$ cat src/zse_pkg.sv
// ----------------------------------------------------------------------------
// zse_pkg
// Shared types and constants for the ZIP stored entry extractor.
// ----------------------------------------------------------------------------
package zse_pkg;

    // Archive format constants
    localparam logic [31:0] LFH_MAGIC      = 32'h04034b50;
    localparam logic [15:0] UTF8_FLAG      = 16'h0800;
    localparam int          LFH_BYTES      = 30;
    localparam int          MAX_NAME_BYTES = 32;
    localparam int          NAME_BITS      = 256;

    // Configuration register indexes
    localparam logic [2:0] CFG_NAME_LEN   = 3'd0;
    localparam logic [2:0] CFG_NAME_WORD0 = 3'd1;
    localparam logic [2:0] CFG_NAME_WORD1 = 3'd2;
    localparam logic [2:0] CFG_NAME_WORD2 = 3'd3;
    localparam logic [2:0] CFG_NAME_WORD3 = 3'd4;

    // Parse phases
    localparam logic [2:0] PH_HEADER  = 3'd0;
    localparam logic [2:0] PH_NAME    = 3'd1;
    localparam logic [2:0] PH_EXTRA   = 3'd2;
    localparam logic [2:0] PH_SKIP    = 3'd3;
    localparam logic [2:0] PH_PAYLOAD = 3'd4;
    localparam logic [2:0] PH_DONE    = 3'd5;

    // Status codes
    localparam logic [2:0] ST_OK         = 3'd0;
    localparam logic [2:0] ST_FLAGS      = 3'd1;
    localparam logic [2:0] ST_COMPRESSED = 3'd2;
    localparam logic [2:0] ST_SIZE       = 3'd3;
    localparam logic [2:0] ST_NOT_FOUND  = 3'd4;

    // Result queue
    localparam int Q_DEPTH = 4;
    localparam int Q_PTR_W = $clog2(Q_DEPTH);
    localparam int Q_CNT_W = $clog2(Q_DEPTH + 1);

    typedef struct packed {
        logic [5:0]           name_len;
        logic [NAME_BITS-1:0] name;
    } t_cfg;

    // Results produced by one accepted item: optional payload, then optional status
    typedef struct packed {
        logic       have_pay;
        logic       have_stat;
        logic [7:0] pay_byte;
        logic [2:0] stat_code;
    } t_push;

    typedef struct packed {
        logic       is_status;
        logic [7:0] payload_byte;
        logic [2:0] status_code;
        logic       last_result;
    } t_result;

endpackage

$ cat src/zip_stored_entry_extractor_top.sv
// ----------------------------------------------------------------------------
// zip_stored_entry_extractor_top
// Streams a ZIP archive byte by byte and extracts one stored entry by name.
// ----------------------------------------------------------------------------
//  channel   direction  handshake                 payload
//  in        input      i_in_valid / o_in_stall   archive_byte, end_of_archive
//  out       output     o_out_valid / i_out_stall is_status, payload_byte,
//                                                 status_code, last_result
//  cfg       input      i_cfg_valid / o_cfg_ready index (3b), data (64b)
//
// One archive byte is taken per cycle unless the input is stalled; its results
// enter a four-entry result queue in the same cycle and can leave on the next.
// The last payload byte of the extracted entry gives two results, payload then
// status, delivered one after the other. The input stalls while fewer than two
// queue entries are free. Reset is synchronous; no clearing pass follows.
// Configuration writes are always ready and take effect on the next cycle.
// ----------------------------------------------------------------------------
module zip_stored_entry_extractor_top
    import zse_pkg::*;
(
    input  logic        i_clk,
    input  logic        i_rst_n,
    // archive byte channel
    input  logic        i_in_valid,
    output logic        o_in_stall,
    input  logic [7:0]  i_archive_byte,
    input  logic        i_end_of_archive,
    // result channel
    output logic        o_out_valid,
    input  logic        i_out_stall,
    output logic        o_is_status,
    output logic [7:0]  o_payload_byte,
    output logic [2:0]  o_status_code,
    output logic        o_last_result,
    // configuration write channel
    input  logic        i_cfg_valid,
    output logic        o_cfg_ready,
    input  logic [2:0]  i_cfg_index,
    input  logic [63:0] i_cfg_data
);

    t_cfg    r_cfg;
    t_push   push;
    t_result head;
    logic    nearly_full;
    logic    accept;

    assign o_cfg_ready = 1'b1;
    assign o_in_stall  = nearly_full;
    assign accept      = i_in_valid && !nearly_full;

    // Configuration registers
    always_ff @(posedge i_clk) begin
        if (!i_rst_n) begin
            r_cfg <= '0;
        end else if (i_cfg_valid) begin
            case (i_cfg_index)
                CFG_NAME_LEN:   r_cfg.name_len      <= i_cfg_data[5:0];
                CFG_NAME_WORD0: r_cfg.name[63:0]    <= i_cfg_data;
                CFG_NAME_WORD1: r_cfg.name[127:64]  <= i_cfg_data;
                CFG_NAME_WORD2: r_cfg.name[191:128] <= i_cfg_data;
                CFG_NAME_WORD3: r_cfg.name[255:192] <= i_cfg_data;
                default: begin
                end
            endcase
        end
    end

    zse_parser u_parser (
        .i_clk            (i_clk),
        .i_rst_n          (i_rst_n),
        .i_cfg            (r_cfg),
        .i_accept         (accept),
        .i_archive_byte   (i_archive_byte),
        .i_end_of_archive (i_end_of_archive),
        .o_push           (push)
    );

    zse_out_queue u_queue (
        .i_clk         (i_clk),
        .i_rst_n       (i_rst_n),
        .i_push        (push),
        .o_nearly_full (nearly_full),
        .o_valid       (o_out_valid),
        .i_stall       (i_out_stall),
        .o_head        (head)
    );

    assign o_is_status    = head.is_status;
    assign o_payload_byte = head.payload_byte;
    assign o_status_code  = head.status_code;
    assign o_last_result  = head.last_result;

endmodule

$ cat src/zse_parser.sv
// ----------------------------------------------------------------------------
// zse_parser
// Local file header walker: per-byte parse state and result generation.
// ----------------------------------------------------------------------------
module zse_parser
    import zse_pkg::*;
(
    input  logic       i_clk,
    input  logic       i_rst_n,
    input  t_cfg       i_cfg,
    input  logic       i_accept,
    input  logic [7:0] i_archive_byte,
    input  logic       i_end_of_archive,
    output t_push      o_push
);

    logic [2:0]  r_phase,     n_phase;
    logic [4:0]  r_fbc,       n_fbc;
    logic [31:0] r_sig,       n_sig;
    logic [15:0] r_flags,     n_flags;
    logic [15:0] r_method,    n_method;
    logic [31:0] r_packed,    n_packed;
    logic [31:0] r_unpacked,  n_unpacked;
    logic [15:0] r_name_len,  n_name_len;
    logic [15:0] r_extra_len, n_extra_len;
    logic [15:0] r_name_pos,  n_name_pos;
    logic        r_eq,        n_eq;
    logic [31:0] r_skip,      n_skip;
    logic [2:0]  r_perr,      n_perr;
    logic        r_sent,      n_sent;

    logic        go_name, go_extra, go_data, go_finish;
    logic        put_stat;
    logic [2:0]  stat_code;
    logic        put_pay;
    logic [4:0]  off_packed, off_unpacked;
    logic [7:0]  tgt_byte;

    assign off_packed   = r_fbc - 5'd18;
    assign off_unpacked = r_fbc - 5'd22;
    assign tgt_byte     = i_cfg.name[{r_name_pos[4:0], 3'b000} +: 8];

    // Next-state and result logic for one byte
    always_comb begin
        n_phase     = r_phase;
        n_fbc       = r_fbc;
        n_sig       = r_sig;
        n_flags     = r_flags;
        n_method    = r_method;
        n_packed    = r_packed;
        n_unpacked  = r_unpacked;
        n_name_len  = r_name_len;
        n_extra_len = r_extra_len;
        n_name_pos  = r_name_pos;
        n_eq        = r_eq;
        n_skip      = r_skip;
        n_perr      = r_perr;
        n_sent      = r_sent;
        go_name     = 1'b0;
        go_extra    = 1'b0;
        go_data     = 1'b0;
        go_finish   = 1'b0;
        put_stat    = 1'b0;
        stat_code   = ST_OK;
        put_pay     = 1'b0;

        if (i_accept) begin
            case (r_phase)
                PH_HEADER: begin
                    if (r_fbc == 5'd0) begin
                        n_sig       = '0;
                        n_flags     = '0;
                        n_method    = '0;
                        n_packed    = '0;
                        n_unpacked  = '0;
                        n_name_len  = '0;
                        n_extra_len = '0;
                    end
                    // place the byte into its header field
                    if (r_fbc < 5'd4) begin
                        n_sig[{r_fbc[1:0], 3'b000} +: 8] = i_archive_byte;
                    end else if (r_fbc == 5'd6 || r_fbc == 5'd7) begin
                        n_flags[{r_fbc[0], 3'b000} +: 8] = i_archive_byte;
                    end else if (r_fbc == 5'd8 || r_fbc == 5'd9) begin
                        n_method[{r_fbc[0], 3'b000} +: 8] = i_archive_byte;
                    end else if (r_fbc >= 5'd18 && r_fbc <= 5'd21) begin
                        n_packed[{off_packed[1:0], 3'b000} +: 8] = i_archive_byte;
                    end else if (r_fbc >= 5'd22 && r_fbc <= 5'd25) begin
                        n_unpacked[{off_unpacked[1:0], 3'b000} +: 8] = i_archive_byte;
                    end else if (r_fbc == 5'd26 || r_fbc == 5'd27) begin
                        n_name_len[{r_fbc[0], 3'b000} +: 8] = i_archive_byte;
                    end else if (r_fbc == 5'd28 || r_fbc == 5'd29) begin
                        n_extra_len[{r_fbc[0], 3'b000} +: 8] = i_archive_byte;
                    end
                    if (r_fbc == 5'(LFH_BYTES - 1)) begin
                        n_fbc = '0;
                        if (n_sig != LFH_MAGIC) begin
                            put_stat  = 1'b1;
                            stat_code = ST_NOT_FOUND;
                        end else begin
                            go_name = 1'b1;
                        end
                    end else begin
                        n_fbc = r_fbc + 5'd1;
                    end
                end
                PH_NAME: begin
                    if (r_eq && (i_archive_byte != tgt_byte)) begin
                        n_eq = 1'b0;
                    end
                    n_name_pos = r_name_pos + 16'd1;
                    if (n_name_pos == r_name_len) begin
                        go_extra = 1'b1;
                    end
                end
                PH_EXTRA: begin
                    n_skip = r_skip - 32'd1;
                    if (n_skip == 32'd0) begin
                        go_data = 1'b1;
                    end
                end
                PH_SKIP, PH_PAYLOAD: begin
                    put_pay = (r_phase == PH_PAYLOAD);
                    n_skip  = r_skip - 32'd1;
                    if (n_skip == 32'd0) begin
                        go_finish = 1'b1;
                    end
                end
                default: begin
                end
            endcase

            // entry name starts
            if (go_name) begin
                n_phase    = PH_NAME;
                n_name_pos = '0;
                n_eq       = (n_name_len == {10'b0, i_cfg.name_len}) &&
                             (i_cfg.name_len <= 6'(MAX_NAME_BYTES));
                if (n_name_len == 16'd0) begin
                    go_extra = 1'b1;
                end
            end
            // extra field starts
            if (go_extra) begin
                n_phase = PH_EXTRA;
                n_skip  = {16'b0, n_extra_len};
                if (n_extra_len == 16'd0) begin
                    go_data = 1'b1;
                end
            end
            // entry data starts: checks on the matching entry
            if (go_data) begin
                n_perr  = ST_OK;
                n_phase = PH_SKIP;
                if (n_eq) begin
                    if ((n_flags & ~UTF8_FLAG) != 16'd0) begin
                        n_perr = ST_FLAGS;
                    end else if (n_method != 16'd0) begin
                        n_perr = ST_COMPRESSED;
                    end else if (n_packed != n_unpacked) begin
                        n_perr = ST_SIZE;
                    end else begin
                        n_phase = PH_PAYLOAD;
                    end
                end
                n_skip = n_packed;
                if (n_packed == 32'd0) begin
                    go_finish = 1'b1;
                end
            end
            // entry data done
            if (go_finish) begin
                if (n_phase == PH_PAYLOAD) begin
                    put_stat  = 1'b1;
                    stat_code = ST_OK;
                end else if (n_perr != ST_OK) begin
                    put_stat  = 1'b1;
                    stat_code = n_perr;
                end else begin
                    n_phase = PH_HEADER;
                    n_fbc   = '0;
                end
            end
            if (put_stat) begin
                n_sent  = 1'b1;
                n_phase = PH_DONE;
            end

            // end of archive: report not found if nothing was reported, then clear
            if (i_end_of_archive) begin
                if (!n_sent) begin
                    put_stat  = 1'b1;
                    stat_code = ST_NOT_FOUND;
                end
                n_phase     = PH_HEADER;
                n_fbc       = '0;
                n_sig       = '0;
                n_flags     = '0;
                n_method    = '0;
                n_packed    = '0;
                n_unpacked  = '0;
                n_name_len  = '0;
                n_extra_len = '0;
                n_name_pos  = '0;
                n_eq        = 1'b1;
                n_skip      = '0;
                n_perr      = ST_OK;
                n_sent      = 1'b0;
            end
        end
    end

    always_comb begin
        o_push.have_pay  = put_pay;
        o_push.have_stat = put_stat;
        o_push.pay_byte  = i_archive_byte;
        o_push.stat_code = stat_code;
    end

    // Parse state registers
    always_ff @(posedge i_clk) begin
        if (!i_rst_n) begin
            r_phase     <= PH_HEADER;
            r_fbc       <= '0;
            r_sig       <= '0;
            r_flags     <= '0;
            r_method    <= '0;
            r_packed    <= '0;
            r_unpacked  <= '0;
            r_name_len  <= '0;
            r_extra_len <= '0;
            r_name_pos  <= '0;
            r_eq        <= 1'b1;
            r_skip      <= '0;
            r_perr      <= ST_OK;
            r_sent      <= 1'b0;
        end else begin
            r_phase     <= n_phase;
            r_fbc       <= n_fbc;
            r_sig       <= n_sig;
            r_flags     <= n_flags;
            r_method    <= n_method;
            r_packed    <= n_packed;
            r_unpacked  <= n_unpacked;
            r_name_len  <= n_name_len;
            r_extra_len <= n_extra_len;
            r_name_pos  <= n_name_pos;
            r_eq        <= n_eq;
            r_skip      <= n_skip;
            r_perr      <= n_perr;
            r_sent      <= n_sent;
        end
    end

endmodule

$ cat src/zse_out_queue.sv
// ----------------------------------------------------------------------------
// zse_out_queue
// Small result queue: takes up to two results per cycle, delivers one when not stalled.
// ----------------------------------------------------------------------------
module zse_out_queue
    import zse_pkg::*;
(
    input  logic    i_clk,
    input  logic    i_rst_n,
    input  t_push   i_push,
    output logic    o_nearly_full,
    output logic    o_valid,
    input  logic    i_stall,
    output t_result o_head
);

    t_result              r_mem [Q_DEPTH];
    logic [Q_PTR_W-1:0]   r_wr_ptr, n_wr_ptr;
    logic [Q_PTR_W-1:0]   r_rd_ptr, n_rd_ptr;
    logic [Q_CNT_W-1:0]   r_count,  n_count;
    logic                 pop;
    logic [1:0]           n_push;
    t_result              slot0, slot1;
    logic [Q_PTR_W-1:0]   wr_ptr1;

    assign o_valid       = (r_count != '0);
    assign o_nearly_full = (r_count > Q_CNT_W'(Q_DEPTH - 2));
    assign pop           = o_valid && !i_stall;
    assign o_head        = r_mem[r_rd_ptr];
    assign wr_ptr1       = r_wr_ptr + 1'b1;

    // Build the entries: payload first, status after it
    always_comb begin
        slot1.is_status    = 1'b1;
        slot1.payload_byte = 8'd0;
        slot1.status_code  = i_push.stat_code;
        slot1.last_result  = 1'b1;
        if (i_push.have_pay) begin
            slot0.is_status    = 1'b0;
            slot0.payload_byte = i_push.pay_byte;
            slot0.status_code  = ST_OK;
            slot0.last_result  = 1'b0;
        end else begin
            slot0 = slot1;
        end
        n_push   = {1'b0, i_push.have_pay} + {1'b0, i_push.have_stat};
        n_wr_ptr = r_wr_ptr + Q_PTR_W'(n_push);
        n_rd_ptr = r_rd_ptr + Q_PTR_W'(pop);
        n_count  = r_count + Q_CNT_W'(n_push) - Q_CNT_W'(pop);
    end

    // Entry storage
    always_ff @(posedge i_clk) begin
        if (n_push != 2'd0) begin
            r_mem[r_wr_ptr] <= slot0;
        end
        if (n_push == 2'd2) begin
            r_mem[wr_ptr1] <= slot1;
        end
    end

    // Pointers and fill count
    always_ff @(posedge i_clk) begin
        if (!i_rst_n) begin
            r_wr_ptr <= '0;
            r_rd_ptr <= '0;
            r_count  <= '0;
        end else begin
            r_wr_ptr <= n_wr_ptr;
            r_rd_ptr <= n_rd_ptr;
            r_count  <= n_count;
        end
    end

endmodule

$ cat config.mk
export PLATFORM = sky130hd
export DESIGN_NAME = zip_stored_entry_extractor_top
export DESIGN_NICKNAME = d
export VERILOG_FILES = /design/src/zse_pkg.sv /design/src/zip_stored_entry_extractor_top.sv /design/src/zse_parser.sv /design/src/zse_out_queue.sv
export SDC_FILE = /design/constraint.sdc
export NUM_CORES = 1
export LEC_CHECK = 0
export ABC_AREA = 1
export BUFFER_PORTS_ARGS = -buffer_cell sky130_fd_sc_hd__clkbuf_2
export CORE_UTILIZATION = 55
export DETAILED_ROUTE_END_ITERATION = 6
export GPL_ROUTABILITY_DRIVEN = 0
export PLACE_DENSITY = 0.72
export SYNTH_ARGS = -nofsm -noshare
export SYNTH_HDL_FRONTEND = slang
export SYNTH_HIERARCHICAL = 1
export SYNTH_SLANG_ARGS = --single-unit
$ cat constraint.sdc
create_clock -name i_clk -period 15.8 [get_ports i_clk]
set_clock_uncertainty 0.15 [all_clocks]
set_input_delay 0.79 -clock i_clk [delete_from_list [all_inputs] [get_ports i_clk]]
set_output_delay 0.79 -clock i_clk [all_outputs]
set_load 0.03 [all_outputs]
==> impl_results.md <==
- Status: complete, but fails checks
- Failing checks: design-rule violations
- Worst Path Max Fanout: 27
- CTS Buf Count: 59
- Most frequent CP cell: inv_1
- Final Max Tran Viols: 0
- Rel. slew slack: 21.7%
- CTS tree: built
- Resized cells post-CTS: 0
- Pre-antenna DRT Iters: 7
- Crit path DAT: 7490 ps
- Postcts setup bufs: 0
- Io pins: 97
- Via/cell ratio: 5.73
- Fin nets: 5,382
- FP Rows: 89
- Syn-to-layout area delta: 5.63%
- Fill cells: 5,958
- Ys flop type: dfxtp_1
- Yosys warns: 6
- GRT Total Usage: 35.8%
- Mapped Avg Cell Area: 6.06 um^2
- Worst-margin pin slew: 1170 ps
- # setup viols final: 0
- Unique masters post-synth: 64
- Data required time of the worst path: 16,050 ps
- Clock tree buffer depth: 3
- Final Instance Area: 34,700 um^2
- Core footprint: 59,000 um^2
- Synth async-reset ratio: 0%
- CTS H-tree lvls: 2
- Die Area: 60,700 um^2
- Area leader, netlist: dfxtp_1
- Hold/Removal Path Class: reg2reg
- Post-synth net total: 5,518
- Top post-synthesis cells by area: dfxtp_1 (32%), nand2_1 (18%), nor2_1 (12%)
- Sequential fraction of the synthesis area: 33.1%
- Antenna viol nets, final: 0
- Reg clk slew, reported paths: 70 ps
- IO Port Bufs: 95
- CP endpoint kind: flip-flop
- Multi-input gate area: 18,700 um^2
- First-pass GRT wire length: 172,000 um
- Slowest Stage Delay on Critical Path: 810 ps
- Worst setup SP type: flip-flop
- Fin crit period: 7250 ps
- Peak VDD IR: 129 uV
- Commonest non-fill, non-tap cell in the layout: nand2_1
- Post-DP Area: 32,800 um^2
- Post-synth EDFFs: 12
- Initial Util: 55.6%
- Top routing layer in use: met5
- Dpl hpwl: 73,600 um
- Crit path max-delay family: simple AND/OR/NAND/NOR gates
- RSZ-0062 raised after global routing: no
- Largest net degree at the start of global routing: 133
- Initial antenna violation count: 3
- Hold_buf cts: 0
- Setup CP Type: reg2reg
- Layout cell share with drive strength beyond 1: 6.98%
- Met1 WL: 48,100 um
- Final setup TNS: 0 ps
- Final worst-path cycle share: 45.9%
- Routed wl met3: 12,800 um
- Chip height: 246 um
- Vias in the first global route: 30,500
- Max cap viols: 0
- Synthesis-stage register bit count: 537
- Routed WL per cell: 18.3 um
- DRT iter0 DRCs: 4,977
- DR WL met2: 46,000 um
- GR Overflow Total: 0
- Total Routed Length: 112,000 um
- Cell Area, Synth: 32,800 um^2
- PwrDens: 107 nW/um^2
- Synth Instances: 5,422
- CP max stage cell: ha_1
- Clk sinks: 537
- Post-route DRC: 1
- Die width: 246 um
- Hold Vio Cnt, Final: 0
- Top cell type's share of synthesized area: 32.0%
- Leakage: 0.0158 uW
- Register Area: 10,900 um^2
- Clock Latency Late Sink: 650 ps
- Fmax: 138 MHz
- Commonest cells after routing, fill and taps aside: nand2_1 (1,569), nor2_1 (1,033), nand3_1 (597)
- Buf+Inv Stages, Crit Path: 6
- Routed vias: 34,900
- Clock root buffer master: clkbuf_16
metrics by stage:
stage / power, uW / instances / hold slack, ps / util (%) / worst slack [ps]
after floorplan: 2120 / 5422 / 262 / - / 10780
after global placement: 2350 / 5998 / 275 / 55.5 / 9030
after detailed placement: 2350 / 5998 / 272 / 55.5 / 8790
after CTS: 3710 / 6100 / 285 / 58.8 / 8800
after global routing: 3880 / 6100 / 303 / 58.8 / 8050
final: 3730 / 6102 / 288 / 58.8 / 8550
power breakdown:
part / switching [uW] / internal, uW
combinational: 624 / 235
sequential: 58.7 / 1430
clock: 592 / 785
worst paths after layout:
| check | depth (start not counted) | from | endpoint | slack [ps] |
|---|---|---|---|---|
| setup / recovery | 29 | u_parser/r_fbc[0] | u_queue/r_mem[3][2] | 8550 |
| hold / removal | 2 | u_parser/r_perr[2] | u_parser/r_perr[2] | 290 |
| setup reg to reg | 29 | u_parser/r_fbc[0] | u_queue/r_mem[3][2] | 8550 |
| hold reg to reg | 2 | u_parser/r_perr[2] | u_parser/r_perr[2] | 290 |
area by class of cell:
type,count,share of cell area (%)
well taps,773,2.79
repair buffers,134,2.24
diodes,2,0.0144
multi-input cells,4167,53.8
clock inverters,18,0.595
inverters,387,4.22
flip-flops and latches,537,31.4
clock buffers,84,4.93
worst register-to-register path, delay by kind of cell, from the launching register on:
| kind | cells | cell delay, ps |
|---|---|---|
| buffers and inverters | 6 | 1170 |
| AND/OR/NAND/NOR | 17 | 2900 |
| adder cells (fa/ha/maj) | 2 | 1020 |
| AO/OA/AOI/OAI | 4 | 1450 |
| flip-flops | 1 | 320 |
state kept, by name, indices dropped and copies added (netlist names):
register / count
u_parser/r_sig: 32
u_parser/r_unpacked: 32
u_queue/r_mem: 48
u_parser/r_skip: 32
u_queue/r_rd_ptr: 2
u_parser/r_eq: 1
u_parser/r_method: 16
u_parser/r_name_len: 16
u_parser/r_extra_len: 16
u_parser/r_phase: 3
u_queue/r_wr_ptr: 2
u_parser/r_flags: 15
u_parser/r_packed: 32
u_parser/r_name_pos: 16
u_parser/r_fbc: 5
u_parser/r_sent: 1
r_cfg: 262
u_parser/r_perr: 3
u_queue/r_count: 3
cells by family after synthesis:
logic type | Yosys count | share of synthesized area [%]
simple gates | 3428 | 43.4
other cells | 1 | 0.0114
flops | 537 | 33.1
buf+inv | 718 | 10.1
fa+ha+maj | 15 | 0.595
xor+xnor | 46 | 1.23
compound gates | 677 | 11.5
cells in the mapped netlist, types with 30 or more instances:
library cell	count
nand2_1	1569
nor2_1	1037
nand3_1	597
dfxtp_1	525
inv_1	355
o21ai_0	259
a21oi_1	244
clkbuf_1	112
buf_2	105
nor3_1	53
nand4_1	48
buf_6	44
buf_4	38
o21ai_1	38
or2_2	38
a22oi_1	33
xor2_1	32
buf_1	30
layer usage:
metal,GRT usage [%],up-vias
met3,7.08,247
met5,0,-
li1,-,17000
met4,14.8,6
met2,51.9,1814
met1,51.4,15800
(Power assumes the default switching activity.)
